### src/sv/vtsg_pkg.sv
// Shared types, constants and the stroke-font tables of the vector text segment generator.
// No dependencies; imported by the controller, the datapath and the top level.
package vtsg_pkg;

  localparam int ROM_USED   = 215;  // points in the stroke font
  localparam int ROM_AW     = 8;
  localparam int PT_HW      = 6;    // signed half-unit point coordinate
  localparam int SCALE_W    = 12;
  localparam int SW_W       = 15;
  localparam int CHAR_W     = 8;
  localparam int ORG_W      = 16;
  localparam int COLOR_W    = 32;
  localparam int SEG_W      = 16;
  localparam int CNT_W      = 4;
  localparam int HALF_SHIFT = 9;    // half units and Q4.8 fraction
  localparam int FRAC_SHIFT = 8;
  localparam int PEN_ADV    = 11;
  localparam int LINE_ADV   = 19;
  localparam int WRAP_MARGIN = 11;

  localparam logic [1:0] REG_SCALE_X  = 2'd0;
  localparam logic [1:0] REG_SCALE_Y  = 2'd1;
  localparam logic [1:0] REG_SCREEN_W = 2'd2;

  typedef struct packed {
    logic                    start;
    logic signed [PT_HW-1:0] hx;
    logic signed [PT_HW-1:0] hy;
  } pt_t;

  typedef struct packed {
    logic              known;
    logic [ROM_AW-1:0] base;
    logic [CNT_W-1:0]  cnt;
  } glyph_t;

  typedef struct packed {
    logic load;      // latch the accepted character
    logic step;      // advance the point pipe
    logic issue;     // fetch and scale the next font point
    logic pen_adv;   // add the glyph advance to the pen
    logic wrap_chk;  // test the pen against the screen width
  } dp_cmd_t;

  typedef struct packed {
    logic known;
    logic empty;
    logic fetch_more;
    logic pt_vld;
    logic pt_start;
    logic out_free;
  } dp_status_t;

  function automatic pt_t mk(input logic s, input int x, input int y);
    pt_t p;
    p.start = s;
    p.hx    = PT_HW'(x);
    p.hy    = PT_HW'(y);
    return p;
  endfunction

  // Font points in half units; a start point opens a new polyline.
  function automatic pt_t glyph_pt(input logic [ROM_AW-1:0] a);
    pt_t p;
    unique case (a)
      // 0
      8'd0:   p = mk(1, 0, 0);
      8'd1:   p = mk(0, 0, -32);
      8'd2:   p = mk(0, 16, -32);
      8'd3:   p = mk(0, 16, 0);
      8'd4:   p = mk(0, 0, 0);
      8'd5:   p = mk(0, 0, 0);
      8'd6:   p = mk(0, 16, -32);
      // 1
      8'd7:   p = mk(1, 4, 0);
      8'd8:   p = mk(0, 12, 0);
      8'd9:   p = mk(1, 8, 0);
      8'd10:  p = mk(0, 8, -32);
      8'd11:  p = mk(0, 6, -32);
      // 2
      8'd12:  p = mk(1, 0, -32);
      8'd13:  p = mk(0, 16, -32);
      8'd14:  p = mk(0, 16, -16);
      8'd15:  p = mk(0, 0, -16);
      8'd16:  p = mk(0, 0, 0);
      8'd17:  p = mk(0, 16, 0);
      // 3
      8'd18:  p = mk(1, 0, -32);
      8'd19:  p = mk(0, 16, -32);
      8'd20:  p = mk(0, 16, 0);
      8'd21:  p = mk(0, 0, 0);
      8'd22:  p = mk(1, 4, -16);
      8'd23:  p = mk(0, 16, -16);
      // 4
      8'd24:  p = mk(1, 0, -32);
      8'd25:  p = mk(0, 0, -16);
      8'd26:  p = mk(0, 16, -16);
      8'd27:  p = mk(1, 16, -32);
      8'd28:  p = mk(0, 16, 0);
      // 5
      8'd29:  p = mk(1, 16, -32);
      8'd30:  p = mk(0, 0, -32);
      8'd31:  p = mk(0, 0, -16);
      8'd32:  p = mk(0, 16, -16);
      8'd33:  p = mk(0, 16, 0);
      8'd34:  p = mk(0, 0, 0);
      // 6
      8'd35:  p = mk(1, 16, -32);
      8'd36:  p = mk(0, 0, -32);
      8'd37:  p = mk(0, 0, 0);
      8'd38:  p = mk(0, 16, 0);
      8'd39:  p = mk(0, 16, -16);
      8'd40:  p = mk(0, 0, -16);
      // 7
      8'd41:  p = mk(1, 0, -32);
      8'd42:  p = mk(0, 16, -32);
      8'd43:  p = mk(0, 16, 0);
      // 8
      8'd44:  p = mk(1, 0, 0);
      8'd45:  p = mk(0, 0, -32);
      8'd46:  p = mk(0, 16, -32);
      8'd47:  p = mk(0, 16, 0);
      8'd48:  p = mk(0, 0, 0);
      8'd49:  p = mk(1, 0, -16);
      8'd50:  p = mk(0, 16, -16);
      // 9
      8'd51:  p = mk(1, 0, 0);
      8'd52:  p = mk(0, 16, 0);
      8'd53:  p = mk(0, 16, -32);
      8'd54:  p = mk(0, 0, -32);
      8'd55:  p = mk(0, 0, -16);
      8'd56:  p = mk(0, 16, -16);
      // A
      8'd57:  p = mk(1, 0, 0);
      8'd58:  p = mk(0, 8, -32);
      8'd59:  p = mk(0, 16, 0);
      8'd60:  p = mk(1, 4, -16);
      8'd61:  p = mk(0, 12, -16);
      // B
      8'd62:  p = mk(1, 0, 0);
      8'd63:  p = mk(0, 0, -32);
      8'd64:  p = mk(0, 16, -24);
      8'd65:  p = mk(0, 0, -16);
      8'd66:  p = mk(0, 16, -8);
      8'd67:  p = mk(0, 0, 0);
      // C
      8'd68:  p = mk(1, 16, 0);
      8'd69:  p = mk(0, 0, 0);
      8'd70:  p = mk(0, 0, -32);
      8'd71:  p = mk(0, 16, -32);
      // D
      8'd72:  p = mk(1, 0, 0);
      8'd73:  p = mk(0, 0, -32);
      8'd74:  p = mk(0, 16, -16);
      8'd75:  p = mk(0, 0, 0);
      // E
      8'd76:  p = mk(1, 16, 0);
      8'd77:  p = mk(0, 0, 0);
      8'd78:  p = mk(0, 0, -32);
      8'd79:  p = mk(0, 16, -32);
      8'd80:  p = mk(1, 0, -16);
      8'd81:  p = mk(0, 12, -16);
      // F
      8'd82:  p = mk(1, 0, 0);
      8'd83:  p = mk(0, 0, -32);
      8'd84:  p = mk(0, 16, -32);
      8'd85:  p = mk(1, 0, -16);
      8'd86:  p = mk(0, 12, -16);
      // G
      8'd87:  p = mk(1, 16, -32);
      8'd88:  p = mk(0, 0, -32);
      8'd89:  p = mk(0, 0, 0);
      8'd90:  p = mk(0, 16, 0);
      8'd91:  p = mk(0, 16, -16);
      8'd92:  p = mk(0, 8, -16);
      8'd93:  p = mk(0, 8, -12);
      // H
      8'd94:  p = mk(1, 0, 0);
      8'd95:  p = mk(0, 0, -32);
      8'd96:  p = mk(1, 0, -16);
      8'd97:  p = mk(0, 16, -16);
      8'd98:  p = mk(1, 16, 0);
      8'd99:  p = mk(0, 16, -32);
      // I
      8'd100: p = mk(1, 6, 0);
      8'd101: p = mk(0, 10, 0);
      8'd102: p = mk(1, 6, -32);
      8'd103: p = mk(0, 10, -32);
      8'd104: p = mk(1, 8, 0);
      8'd105: p = mk(0, 8, -32);
      // J
      8'd106: p = mk(1, 16, -32);
      8'd107: p = mk(0, 16, 0);
      8'd108: p = mk(0, 0, 0);
      8'd109: p = mk(0, 0, -8);
      // K
      8'd110: p = mk(1, 0, 0);
      8'd111: p = mk(0, 0, -32);
      8'd112: p = mk(1, 16, -32);
      8'd113: p = mk(0, 0, -16);
      8'd114: p = mk(0, 16, 0);
      // L
      8'd115: p = mk(1, 0, -32);
      8'd116: p = mk(0, 0, 0);
      8'd117: p = mk(0, 16, 0);
      // M
      8'd118: p = mk(1, 0, 0);
      8'd119: p = mk(0, 0, -32);
      8'd120: p = mk(0, 8, -16);
      8'd121: p = mk(0, 16, -32);
      8'd122: p = mk(0, 16, 0);
      // N
      8'd123: p = mk(1, 0, 0);
      8'd124: p = mk(0, 0, -32);
      8'd125: p = mk(0, 16, 0);
      8'd126: p = mk(0, 16, -32);
      // O
      8'd127: p = mk(1, 0, 0);
      8'd128: p = mk(0, 0, -32);
      8'd129: p = mk(0, 16, -32);
      8'd130: p = mk(0, 16, 0);
      8'd131: p = mk(0, 0, 0);
      // P
      8'd132: p = mk(1, 0, 0);
      8'd133: p = mk(0, 0, -32);
      8'd134: p = mk(0, 16, -32);
      8'd135: p = mk(0, 16, -16);
      8'd136: p = mk(0, 0, -16);
      // Q
      8'd137: p = mk(1, 0, 0);
      8'd138: p = mk(0, 0, -32);
      8'd139: p = mk(0, 16, -32);
      8'd140: p = mk(0, 16, 0);
      8'd141: p = mk(0, 0, 0);
      8'd142: p = mk(1, 16, 0);
      8'd143: p = mk(0, 8, -8);
      // R
      8'd144: p = mk(1, 0, 0);
      8'd145: p = mk(0, 0, -32);
      8'd146: p = mk(0, 16, -32);
      8'd147: p = mk(0, 16, -16);
      8'd148: p = mk(0, 0, -16);
      8'd149: p = mk(1, 8, -16);
      8'd150: p = mk(0, 16, 0);
      // S
      8'd151: p = mk(1, 16, -32);
      8'd152: p = mk(0, 0, -32);
      8'd153: p = mk(0, 0, -16);
      8'd154: p = mk(0, 16, -16);
      8'd155: p = mk(0, 16, 0);
      8'd156: p = mk(0, 0, 0);
      // T
      8'd157: p = mk(1, 0, -32);
      8'd158: p = mk(0, 16, -32);
      8'd159: p = mk(1, 8, 0);
      8'd160: p = mk(0, 8, -32);
      // U
      8'd161: p = mk(1, 0, -32);
      8'd162: p = mk(0, 0, 0);
      8'd163: p = mk(0, 16, 0);
      8'd164: p = mk(0, 16, -32);
      // V
      8'd165: p = mk(1, 0, -32);
      8'd166: p = mk(0, 8, 0);
      8'd167: p = mk(0, 16, -32);
      // W
      8'd168: p = mk(1, 0, -32);
      8'd169: p = mk(0, 4, 0);
      8'd170: p = mk(0, 8, -16);
      8'd171: p = mk(0, 12, 0);
      8'd172: p = mk(0, 16, -32);
      // X
      8'd173: p = mk(1, 0, -32);
      8'd174: p = mk(0, 16, 0);
      8'd175: p = mk(1, 16, -32);
      8'd176: p = mk(0, 0, 0);
      // Y
      8'd177: p = mk(1, 0, -32);
      8'd178: p = mk(0, 8, -16);
      8'd179: p = mk(0, 16, -32);
      8'd180: p = mk(1, 8, -16);
      8'd181: p = mk(0, 8, 0);
      // Z
      8'd182: p = mk(1, 0, -32);
      8'd183: p = mk(0, 16, -32);
      8'd184: p = mk(0, 0, 0);
      8'd185: p = mk(0, 16, 0);
      // comma
      8'd186: p = mk(1, 8, -6);
      8'd187: p = mk(0, 10, -6);
      8'd188: p = mk(0, 10, -4);
      8'd189: p = mk(0, 8, -2);
      8'd190: p = mk(0, 9, -4);
      8'd191: p = mk(0, 8, -4);
      8'd192: p = mk(0, 8, -6);
      // colon
      8'd193: p = mk(1, 8, -6);
      8'd194: p = mk(0, 10, -6);
      8'd195: p = mk(0, 10, -4);
      8'd196: p = mk(0, 8, -4);
      8'd197: p = mk(0, 8, -6);
      8'd198: p = mk(1, 8, -28);
      8'd199: p = mk(0, 10, -28);
      8'd200: p = mk(0, 10, -26);
      8'd201: p = mk(0, 8, -26);
      8'd202: p = mk(0, 8, -28);
      // semicolon
      8'd203: p = mk(1, 8, -6);
      8'd204: p = mk(0, 10, -6);
      8'd205: p = mk(0, 10, -4);
      8'd206: p = mk(0, 8, -2);
      8'd207: p = mk(0, 9, -4);
      8'd208: p = mk(0, 8, -4);
      8'd209: p = mk(0, 8, -6);
      8'd210: p = mk(1, 8, -28);
      8'd211: p = mk(0, 10, -28);
      8'd212: p = mk(0, 10, -26);
      8'd213: p = mk(0, 8, -26);
      8'd214: p = mk(0, 8, -28);
      default: p = mk(1, 0, 0);
    endcase
    return p;
  endfunction

  function automatic glyph_t gl(input int base, input int cnt);
    glyph_t g;
    g.known = 1'b1;
    g.base  = ROM_AW'(base);
    g.cnt   = CNT_W'(cnt);
    return g;
  endfunction

  // Character code to first font point and point count.
  function automatic glyph_t glyph_lookup(input logic [CHAR_W-1:0] c);
    glyph_t g;
    unique case (c)
      8'h20: g = gl(0, 0);     // space: advance only
      8'h2C: g = gl(186, 7);
      8'h30: g = gl(0, 7);
      8'h31: g = gl(7, 5);
      8'h32: g = gl(12, 6);
      8'h33: g = gl(18, 6);
      8'h34: g = gl(24, 5);
      8'h35: g = gl(29, 6);
      8'h36: g = gl(35, 6);
      8'h37: g = gl(41, 3);
      8'h38: g = gl(44, 7);
      8'h39: g = gl(51, 6);
      8'h3A: g = gl(193, 10);
      8'h3B: g = gl(203, 12);
      8'h41: g = gl(57, 5);
      8'h42: g = gl(62, 6);
      8'h43: g = gl(68, 4);
      8'h44: g = gl(72, 4);
      8'h45: g = gl(76, 6);
      8'h46: g = gl(82, 5);
      8'h47: g = gl(87, 7);
      8'h48: g = gl(94, 6);
      8'h49: g = gl(100, 6);
      8'h4A: g = gl(106, 4);
      8'h4B: g = gl(110, 5);
      8'h4C: g = gl(115, 3);
      8'h4D: g = gl(118, 5);
      8'h4E: g = gl(123, 4);
      8'h4F: g = gl(127, 5);
      8'h50: g = gl(132, 5);
      8'h51: g = gl(137, 7);
      8'h52: g = gl(144, 7);
      8'h53: g = gl(151, 6);
      8'h54: g = gl(157, 4);
      8'h55: g = gl(161, 4);
      8'h56: g = gl(165, 3);
      8'h57: g = gl(168, 5);
      8'h58: g = gl(173, 4);
      8'h59: g = gl(177, 5);
      8'h5A: g = gl(182, 4);
      default: g = '0;
    endcase
    return g;
  endfunction

endpackage

### src/sv/vtsg_ctrl.sv
// Sequencer of the vector text segment generator: accept, point walk, pen update.
// Depends on vtsg_pkg for the command and status structs.
module vtsg_ctrl
  import vtsg_pkg::*;
(
  input  logic       clk,
  input  logic       rst_n,
  input  logic       in_tvalid,
  output logic       in_tready,
  input  dp_status_t st,
  output dp_cmd_t    cmd
);

  typedef enum logic [1:0] {
    S_IDLE,
    S_WALK,
    S_ADV,
    S_WRAP
  } state_t;

  state_t state_r, state_nxt;
  logic   pipe_adv;

  assign in_tready = (state_r == S_IDLE);

  // The point register may move on unless it holds a segment the output cannot take.
  assign pipe_adv = !st.pt_vld || st.pt_start || st.out_free;

  always_comb begin
    cmd          = '0;
    cmd.load     = in_tvalid && (state_r == S_IDLE);
    cmd.step     = (state_r == S_WALK) && pipe_adv;
    cmd.issue    = cmd.step && st.fetch_more;
    cmd.pen_adv  = (state_r == S_ADV);
    cmd.wrap_chk = (state_r == S_WRAP);
  end

  always_comb begin
    state_nxt = state_r;
    unique case (state_r)
      S_IDLE: begin
        if (cmd.load) begin
          if (!st.known) begin
            state_nxt = S_IDLE;
          end else if (st.empty) begin
            state_nxt = S_ADV;
          end else begin
            state_nxt = S_WALK;
          end
        end
      end
      S_WALK: begin
        if (!st.fetch_more && !st.pt_vld) begin
          state_nxt = S_ADV;
        end
      end
      S_ADV:  state_nxt = S_WRAP;
      S_WRAP: state_nxt = S_IDLE;
      default: state_nxt = S_IDLE;
    endcase
  end

  always_ff @(posedge clk) begin
    if (!rst_n) begin
      state_r <= S_IDLE;
    end else begin
      state_r <= state_nxt;
    end
  end

endmodule

### config.mk
export PLATFORM = sky130hd
export DESIGN_NAME = vtsg_ctrl
export DESIGN_NICKNAME = d
export VERILOG_FILES = /design/src/sv/vtsg_pkg.sv /design/src/sv/vtsg_ctrl.sv
export SDC_FILE = /design/constraint.sdc
export NUM_CORES = 1
export LEC_CHECK = 0
export BUFFER_PORTS_ARGS = -buffer_cell sky130_fd_sc_hd__buf_2
export CAP_MARGIN = 30
export CORE_AREA = 2 2 39 41
export CTS_CLUSTER_SIZE = 28
export DETAILED_ROUTE_END_ITERATION = 12
export DIE_AREA = 0 0 41 43
export HOLD_SLACK_MARGIN = 0.02
export SYNTH_ARGS = -nofsm -noshare
export SYNTH_HDL_FRONTEND = slang
export SYNTH_SLANG_ARGS = --single-unit
### constraint.sdc
create_clock -name clk -period 2.6 [get_ports clk]
set_input_delay 0 -clock clk [delete_from_list [all_inputs] [get_ports clk]]
set_output_delay 0 -clock clk [all_outputs]
set_load 0.02 [all_outputs]
==> impl_results.rst <==
.. list-table::
   :header-rows: 1

   * - Metric
     - Value
   * - Ys Warns
     - 0
   * - Count of state elements after synthesis
     - 2
   * - Outcome
     - complete, no violations
   * - Insertion delay of the later-clocked pin in the worst-skew pair
     - 220 ps
   * - Share of the clock period used by the worst path
     - 0.519
   * - Kind of start point of the critical path
     - flop
   * - Overall die height
     - 43 um
   * - CTS H-tree depth
     - 1
   * - Post-Syn Area
     - 209 um2
   * - P_leak
     - 0.178 nW
   * - Clock period minus final worst setup slack
     - 1350 ps
   * - Detailed Route WL
     - 461 um
   * - Clock net sink count
     - 2
   * - Largest registers
     - state_r: 2 flops
   * - Category of the worst setup path capture point
     - output pin
   * - Num CTS Buffers
     - 3
   * - R2r worst-path depth
     - 5
   * - Final Non-Filler Cells
     - between 50 and 60
   * - Number of endpoints with negative hold slack in the final report
     - 0
   * - Worst-case vdd ir drop
     - 0.000288 V
   * - Clock buffer depth
     - 2
   * - Worst-case setup margin in the final layout
     - 1250 ps
   * - Least-Margin Pin Slew
     - 199 ps
   * - Critical path required time
     - 2600 ps
   * - RSZ-0062 raised after global routing
     - no
   * - Cells on Worst Hold Path
     - 3
   * - Remaining number of nets flagged by the antenna check after routing
     - 0
   * - Fill cell count
     - 162
   * - CTS root buf
     - clkbuf_4
   * - CTS tree
     - done
   * - Total number of vias
     - 225
   * - Post-CTS Setup Repair Bufs
     - 0
   * - Share of final-layout standard cells stronger than drive strength 1
     - 0.429
   * - Via-per-instance ratio
     - around 3.9
   * - Pin count of the biggest net entering global routing
     - 5
   * - First-pass GRT wire length
     - ~780 um
   * - Antenna violations before repair
     - 0
   * - Data arrival at the endpoint of the critical path
     - 1350 ps
   * - Register area share after synthesis
     - 0.192
   * - Maximum fanout encountered on the critical timing path
     - 4
   * - Die width
     - 41 um
   * - Detail Placement HPWL
     - 393 um
   * - Achievable Freq
     - 741 MHz
   * - Core box area
     - 1380 um2
   * - DR pass1 iterations
     - 2
   * - Top Family by Delay on Critical Path
     - flip-flops
   * - Vias in the first global route
     - about 200
   * - Distinct cell type count of the synthesized netlist
     - 13
   * - Remaining max-slew budget at the tightest pin
     - 0.867
   * - Flip-flop count of the largest register after layout
     - 2
   * - 1st-iter DRT viols
     - 1
   * - Logic depth of the worst path, buffers included
     - 5
   * - Post-detailed-placement cell area
     - 299 um2
   * - Design area
     - 322 um2
   * - Final-stage net count
     - 58
   * - Hold WC Path Type
     - input port to flop
   * - Initial core utilization
     - 0.151
   * - Average instance area after synthesis
     - 8.36 um2
   * - Area growth, synth to finish
     - 53.9%
   * - CTS Hold Buffers Added
     - 0
   * - Worst setup slack after placement
     - 1280 ps
   * - Number of placed instances with taps included
     - 55
   * - Die footprint
     - 1760 um2
   * - Total Routing Usage GR
     - 0.0671
   * - Clock-pin transition on the worst setup and hold timing paths
     - 30 ps
   * - Final Max Slew Viols
     - 0
   * - Routability cong.
     - 0.602
   * - Power density relative to cell area
     - 1040 nW/um2
   * - Critical Path Slowest Stage Cell
     - dfxtp_1
   * - Number of port buffers
     - 14
   * - Resized Gates After CTS
     - 0
   * - Gate Count Post-Synth
     - 25
   * - Most flops, register
     - state_r
   * - Buf/Inv on CP
     - 2
   * - Final worst clock skew
     - 0.515 ps
   * - Number of antenna diodes
     - 0
   * - # IOs
     - 15
   * - DRC violations left
     - 0
   * - Series of cell instances along the critical path
     - inv_1, ha_1, a21boi_0, and2_1, buf_2
   * - Routed len/inst
     - 7.95 um
   * - Total nets after synthesis
     - 39
   * - Remaining Overflow, GRT
     - 0
   * - Setup-violating endpoint count in the final report
     - 0
   * - Std-Cell Rows
     - 14
   * - Max-cap violation count
     - 0
   * - Slowest Stage Delay on Critical Path
     - 330 ps
   * - Kind of critical path
     - flop to output pin
   * - Total Negative Setup Slacks
     - 0 ps
## path summary, 6_finish.rpt
check             startpoint    endpoint  slack, ps
setup / recovery  state_r[1]      cmd[2]       1250
hold / removal         rst_n  state_r[1]         30
setup reg to reg  state_r[0]  state_r[0]       1290
hold reg to reg   state_r[1]  state_r[1]        550
## worst reg2reg max path, cell delays in order, from the launching register on
cell and delay [ps]:
dfxtp_1 380, inv_1 100, ha_1 220, or2b_1 210, a21oi_1 80, a311oi_1 230
## through the flow
| stage | util | total power, mW | hold WS, ps |
|---|---|---|---|
| 5_1_grt | 0.232 | 0.373 | 34.8 |
| 2_1_floorplan | - | 0.218 | 135 |
| 4_1_cts | 0.232 | 0.344 | 26.0 |
| 3_3_place_gp | 0.216 | 0.268 | 260 |
| 3_5_place_dp | 0.216 | 0.272 | 259 |
| 6_report | 0.232 | 0.335 | 29.3 |
## cell families after synthesis
logic type / Yosys count / share of synthesized area
AO/OA/AOI/OAI: 8 / 0.275
adder cells (fa/ha/maj): 5 / 0.299
buffers and inverters: 4 / 0.0718
flip-flops: 2 / 0.192
AND/OR/NAND/NOR: 6 / 0.162
## per-layer routing
metal / vias to the layer above / part of all wire / track usage
li1: 124 / - / -
met1: 91 / 0.44 / 0.0860
met2: 10 / 0.44 / 0.0781
met5: - / 0 / 0
met3: 0 / 0.12 / 0.0314
met4: 0 / 0 / 0.0600
## area by class of cell
class	count	area, um2	area share
Timing Repair Buffer	14	70.1	0.218
Clock buffer	3	22.5	0.0700
Inverter	4	15.0	0.0467
Multi-Input combinational cell	19	154	0.479
Tap cell	16	20.0	0.0623
Sequential cell	2	40.0	0.125
## synth_stat cells
library cell  number  area share
ha_1               5        0.30
inv_1              4       0.072
a21oi_1            3       0.072
a311oi_1           2       0.084
and2_1             2       0.060
dfxtp_1            2        0.19
a21boi_0           1       0.036
a2bb2oi_1          1       0.042
and3_1             1       0.030
nand2_1            1       0.018
nor2_1             1       0.018
o21ai_2            1       0.042
or2b_1             1       0.036
## layout by cell type, fill, tap and decap left out
| master | instances |
|---|---|
| clkbuf_4 | 3 |
| and2_1 | 2 |
| a21oi_1 | 3 |
| o21ai_2 | 1 |
| or2b_1 | 1 |
| ha_1 | 5 |
| a2bb2oi_1 | 1 |
| a21boi_0 | 1 |
| nor2_1 | 1 |
| buf_2 | 14 |
| nand2_1 | 1 |
| a311oi_1 | 2 |
| and3_1 | 1 |
| dfxtp_1 | 2 |
| inv_1 | 4 |
## where the power goes
part           internal (mW)  leakage [nW]  switching [mW]
registers             0.0446        0.0165          0.0151
logic                 0.0847         0.148           0.123
clock network         0.0508        0.0138          0.0161
total                  0.180         0.178           0.155
Note: power is estimated with default switching activity, not from simulation.
